File: src/rslc_pkg.sv
// shared types and constants for the rgb to hsl converter
// no dependencies; every other file imports this package
package rslc_pkg;

	localparam int CH_W            = 8;
	localparam int OUT_W           = 16;
	localparam int SUM_W           = CH_W + 1;
	localparam int HUE_W           = 11;
	localparam int LT_PROD_W       = SUM_W + CH_W;
	localparam int STEP_BITS       = 4;
	localparam int DIV_STAGES      = OUT_W / STEP_BITS;
	localparam int QUEUE_DEPTH_DEF = 4;
	localparam int CH_MAX          = 255;

	typedef enum logic [1:0] {
		MAX_RED,
		MAX_GREEN,
		MAX_BLUE
	} rslc_maxsel_t;

	// one classified pixel waiting for the dividers
	typedef struct packed {
		logic [HUE_W-1:0] hue_num;
		logic [HUE_W-1:0] hue_div;
		logic [CH_W-1:0]  sat_hi;
		logic [OUT_W-1:0] sat_lo;
		logic [CH_W-1:0]  sat_div;
		logic [OUT_W-1:0] lightness;
	} rslc_work_t;

	typedef struct packed {
		logic full;
		logic empty;
	} rslc_qstat_t;

endpackage

File: src/rslc_queue.sv
// short queue between front end and dividers
// depends on rslc_pkg
module rslc_queue
	import rslc_pkg::*;
#(
	parameter int DEPTH = QUEUE_DEPTH_DEF
) (
	input  logic        clk,
	input  logic        arst_n,
	input  logic        push,
	input  rslc_work_t  wdata,
	input  logic        pop,
	output rslc_work_t  rdata,
	output rslc_qstat_t qstat
);

	localparam int PTR_W = (DEPTH > 1) ? $clog2(DEPTH) : 1;
	localparam int CNT_W = $clog2(DEPTH + 1);

	rslc_work_t       entry_q [DEPTH];
	logic [PTR_W-1:0] wr_ptr_q;
	logic [PTR_W-1:0] rd_ptr_q;
	logic [CNT_W-1:0] count_q;

	assign qstat.full  = (count_q == CNT_W'(DEPTH));
	assign qstat.empty = (count_q == '0);
	assign rdata       = entry_q[rd_ptr_q];

	always_ff @(posedge clk) begin
		if (push) begin
			entry_q[wr_ptr_q] <= wdata;
		end
	end

	always_ff @(posedge clk or negedge arst_n) begin
		if (!arst_n) begin
			wr_ptr_q <= '0;
			rd_ptr_q <= '0;
			count_q  <= '0;
		end else begin
			if (push) begin
				wr_ptr_q <= (wr_ptr_q == PTR_W'(DEPTH - 1)) ? '0 : wr_ptr_q + PTR_W'(1);
			end
			if (pop) begin
				rd_ptr_q <= (rd_ptr_q == PTR_W'(DEPTH - 1)) ? '0 : rd_ptr_q + PTR_W'(1);
			end
			if (push && !pop) begin
				count_q <= count_q + CNT_W'(1);
			end else if (pop && !push) begin
				count_q <= count_q - CNT_W'(1);
			end
		end
	end

`ifndef ASSERT_OFF
	a_no_push_full: assert property (@(posedge clk) disable iff (!arst_n)
		!(push && qstat.full))
		else $error("queue written while full");
	a_no_pop_empty: assert property (@(posedge clk) disable iff (!arst_n)
		!(pop && qstat.empty))
		else $error("queue read while empty");
	a_count_range: assert property (@(posedge clk) disable iff (!arst_n)
		count_q <= CNT_W'(DEPTH))
		else $error("queue count beyond depth");
	a_count_up: assert property (@(posedge clk) disable iff (!arst_n)
		(push && !pop) |=> (count_q == $past(count_q) + CNT_W'(1)))
		else $error("queue count missed a write");
`endif

endmodule

File: config.mk
export PLATFORM = sky130hd
export DESIGN_NAME = rslc_queue
export DESIGN_NICKNAME = d
export VERILOG_FILES = /design/src/rslc_pkg.sv /design/src/rslc_queue.sv
export SDC_FILE = /design/constraint.sdc
export NUM_CORES = 1
export LEC_CHECK = 0
export BUFFER_PORTS_ARGS = -buffer_cell sky130_fd_sc_hd__buf_2
export CAP_MARGIN = 10
export CORE_ASPECT_RATIO = 1.4
export CORE_MARGIN = 5
export CORE_UTILIZATION = 55
export CTS_CLUSTER_SIZE = 14
export DETAILED_ROUTE_END_ITERATION = 7
export GPL_TIMING_DRIVEN = 0
export PLACE_DENSITY_LB_ADDON = 0.2
export SETUP_SLACK_MARGIN = 0.02
export SLEW_MARGIN = 20
export SYNTH_ARGS = -nofsm -noshare
export SYNTH_HDL_FRONTEND = slang
export SYNTH_SLANG_ARGS = --single-unit
File: constraint.sdc
create_clock -name clk -period 3.4 [get_ports clk]
set_input_delay 1.02 -clock clk [delete_from_list [all_inputs] [get_ports clk]]
set_output_delay 1.02 -clock clk [all_outputs]
set_load 0.005 [all_outputs]
==> impl_metrics.py <==
metrics = {
    "logic_synthesis": {
        "syn-instance-count": 403,
        "muxShareOfSynthArea": 0.153,
        "yosys_register_bits": 287,
        "synth_top_family_by_area": "multiplexers",
        "syn_area_mm2": 0.0106,
        "syn_nets": 484,
        "ys_seq_area_frac": 0.810,
        "ys_types": 20,
        "ys_warn_count": 0,
        "yosys.area_share.simple": 0.00531,
        "synth_compound_area_frac": 0.000945,
        "synthXorXnorAreaFrac": 0.00248,
        "avgSynthCellArea_um2": 26.3,
        "synth_fa_ha_area_frac": 0.00898,
    },
    "worst_setup_path": {
        "start_kind": "flop",
        "r2r_setup_slack_ps": 1550,
        "cp.required_ps": 2380,
        "path_class": "flop to output port",
        "endpoint_kind": "output port",
        "worstPathArrival_ps": 2130,
        "cp_max_fo": 10,
    },
    "clock_tree": {
        "cts_buffers": 27,
        "path_clk_slew_ps": 60,
        "cts_tree": "yes",
        "postCtsHoldBufs": 0,
        "clock_sink_count": 287,
        "cts_resized": 0,
        "cts_max_level": 1,
        "cts-root-buf": "clkbuf_16",
        "cts_buffer_depth": 3,
        "clock_latency_ps": 510,
        "postCtsSetupBuffers": 0,
    },
    "global_route": {
        "first_global_vias": 5329,
        "overflow": 0,
        "grt_first_pass_wirelength_um": 29400,
        "use_met2": 0.323,
        "grtUsageMet3": 0.0332,
        "antenna_found_initial": 3,
        "busiest_layer": "met2",
        "grt_max_degree": 38,
        "grt_usage": 0.173,
        "met1_usage": 0.202,
    },
    "routing": {
        "vias": 4696,
        "wl_um": 18700,
        "avgViaCountPerCell": 5.54,
        "wl_per_cell_um": 22.1,
        "route.detailed.drc": 0,
        "drt_iter0_drc": 231,
        "ant_nets": 0,
        "dr.pass1.iters": 4,
    },
    "timing": {
        "final-setup-viol-count": 0,
        "rsz0062_at_grt": "false",
        "finClkSkew_ps": 10.9,
        "maxSlewHeadroom": 0.598,
        "finalCritPeriodShare": 0.927,
        "hold_viol_final": 0,
        "worst_pin_slew_ps": 603,
        "final_max_slew_viol_count": 0,
        "final.min_clock_period_ps": 3150,
        "fin_setup_tns_ps": 0,
        "clock.fmax_ghz": 0.317,
    },
    "finish": {
        "final_area_mm2": 0.0125,
        "fill_cells": 1287,
        "final_util": 0.656,
        "final_common_cell": "edfxtp_1",
        "drive_above_1_share": 0.456,
        "area_growth_pct": 18.1,
        "layout_common_cells": "edfxtp_1, buf_2, mux4_2, clkbuf_16, buf_12",
        "fin_nets": 662,
    },
    "floorplan": {
        "dieHeight_um": 174,
        "floorplan.initialDensity": 0.556,
        "die_w_um": 127,
        "io_pins": 146,
        "fp-row-count": 60,
        "die_area_mm2": 0.0222,
        "core_area_mm2": 0.0191,
    },
    "outcome": {
        "run_status": "finished clean",
    },
    "placement": {
        "port_buffers": 145,
        "globalplace.congestion": 0.698,
        "dp_hpwl_um": 11700,
        "dpl-instance-area_mm2": 0.0117,
    },
    "power_and_ir_drop": {
        "p_leak_nw": 4.32,
        "ir_drop_mv": 0.636,
        "power_density_mw_per_mm2": 823,
    },
    "flow_run": {
        "max_cap_viol_count": 0,
    },
    "worst_hold_path": {
        "min-delay-path-class": "input port to asynchronous set/reset pin",
    },
}
## metrics by stage
step	hold slack [ps]	worst slack, ps	cells	total power [mW]
after floorplan	456	304	403	6.62
after global placement	474	-1190	796	7.71
after detailed placement	501	722	800	7.80
after CTS	320	166	845	10.5
after global routing	330	119	847	10.9
final	342	247	847	10.3
## worst max-delay path, cell delays in order (launching register included)
cell and delay [ps]:
dfrtp_1 350, clkbuf_1 370, buf_2 380, mux4_2 380
buf_2 150
## sequential cells by signal, summed over array words and instances (netlist names)
register and cells:
wr_ptr_q 2, rd_ptr_q 2, entry_q 280, count_q 3
## final cells by class
type	count	area (um^2)	share of cell area
Clock buffer	33	698	0.0558
Sequential cell	287	8580	0.686
Buffer	16	190	0.0152
Multi-Input combinational cell	96	1820	0.145
Tap cell	248	310	0.0248
Inverter	4	15.0	0.00120
Clock inverter	12	90.1	0.00720
Timing Repair Buffer	149	806	0.0644
Antenna cell	2	5.00	0.000400
## power breakdown
group          internal (mW)  switching (mW)  total (mW)
Clock                   1.53            1.17        2.70
Sequential              4.53           0.145        4.68
Combinational           1.52            1.41        2.93
Total                   7.58            2.72        10.3
## Yosys cell counts (all sizes together)
master	number	area, um^2
and2	4	25.0
fa	1	20.0
buf	15	186
clkbuf	1	3.75
xnor2	1	8.76
xor2	2	17.5
nor3	1	5.00
edfxtp	280	8410
nor2	3	11.3
mux2	3	33.8
nor3b	1	7.51
mux4	70	1580
nand2	2	7.51
ha	6	75.1
inv	4	15.0
o21ai	2	10.0
dfrtp	7	175
## routing by layer
layer | wire length (um) | vias to the layer above
met5 | 7 | -
li1 | - | 2085
met2 | 10600 | 117
met4 | 397 | 2
met1 | 6740 | 2465
met3 | 971 | 27
## final timing paths
kind	startpoint	to	cells past startpoint
max	rd_ptr_q[1]	rdata[21]	4
min	arst_n	count_q[0]	1
max reg2reg	wr_ptr_q[0]	entry_q[0][48]	4
min reg2reg	count_q[2]	count_q[2]	1
max in group asynchronous	arst_n	wr_ptr_q[0]	1
min in group clk	count_q[2]	count_q[2]	1
## cell families after synthesis
group / after synthesis
compound gates: 2
xor+xnor: 3
fa+ha+maj: 7
buf+inv: 20
flops: 287
mux: 73
simple gates: 11
(Power assumes the default switching activity.)
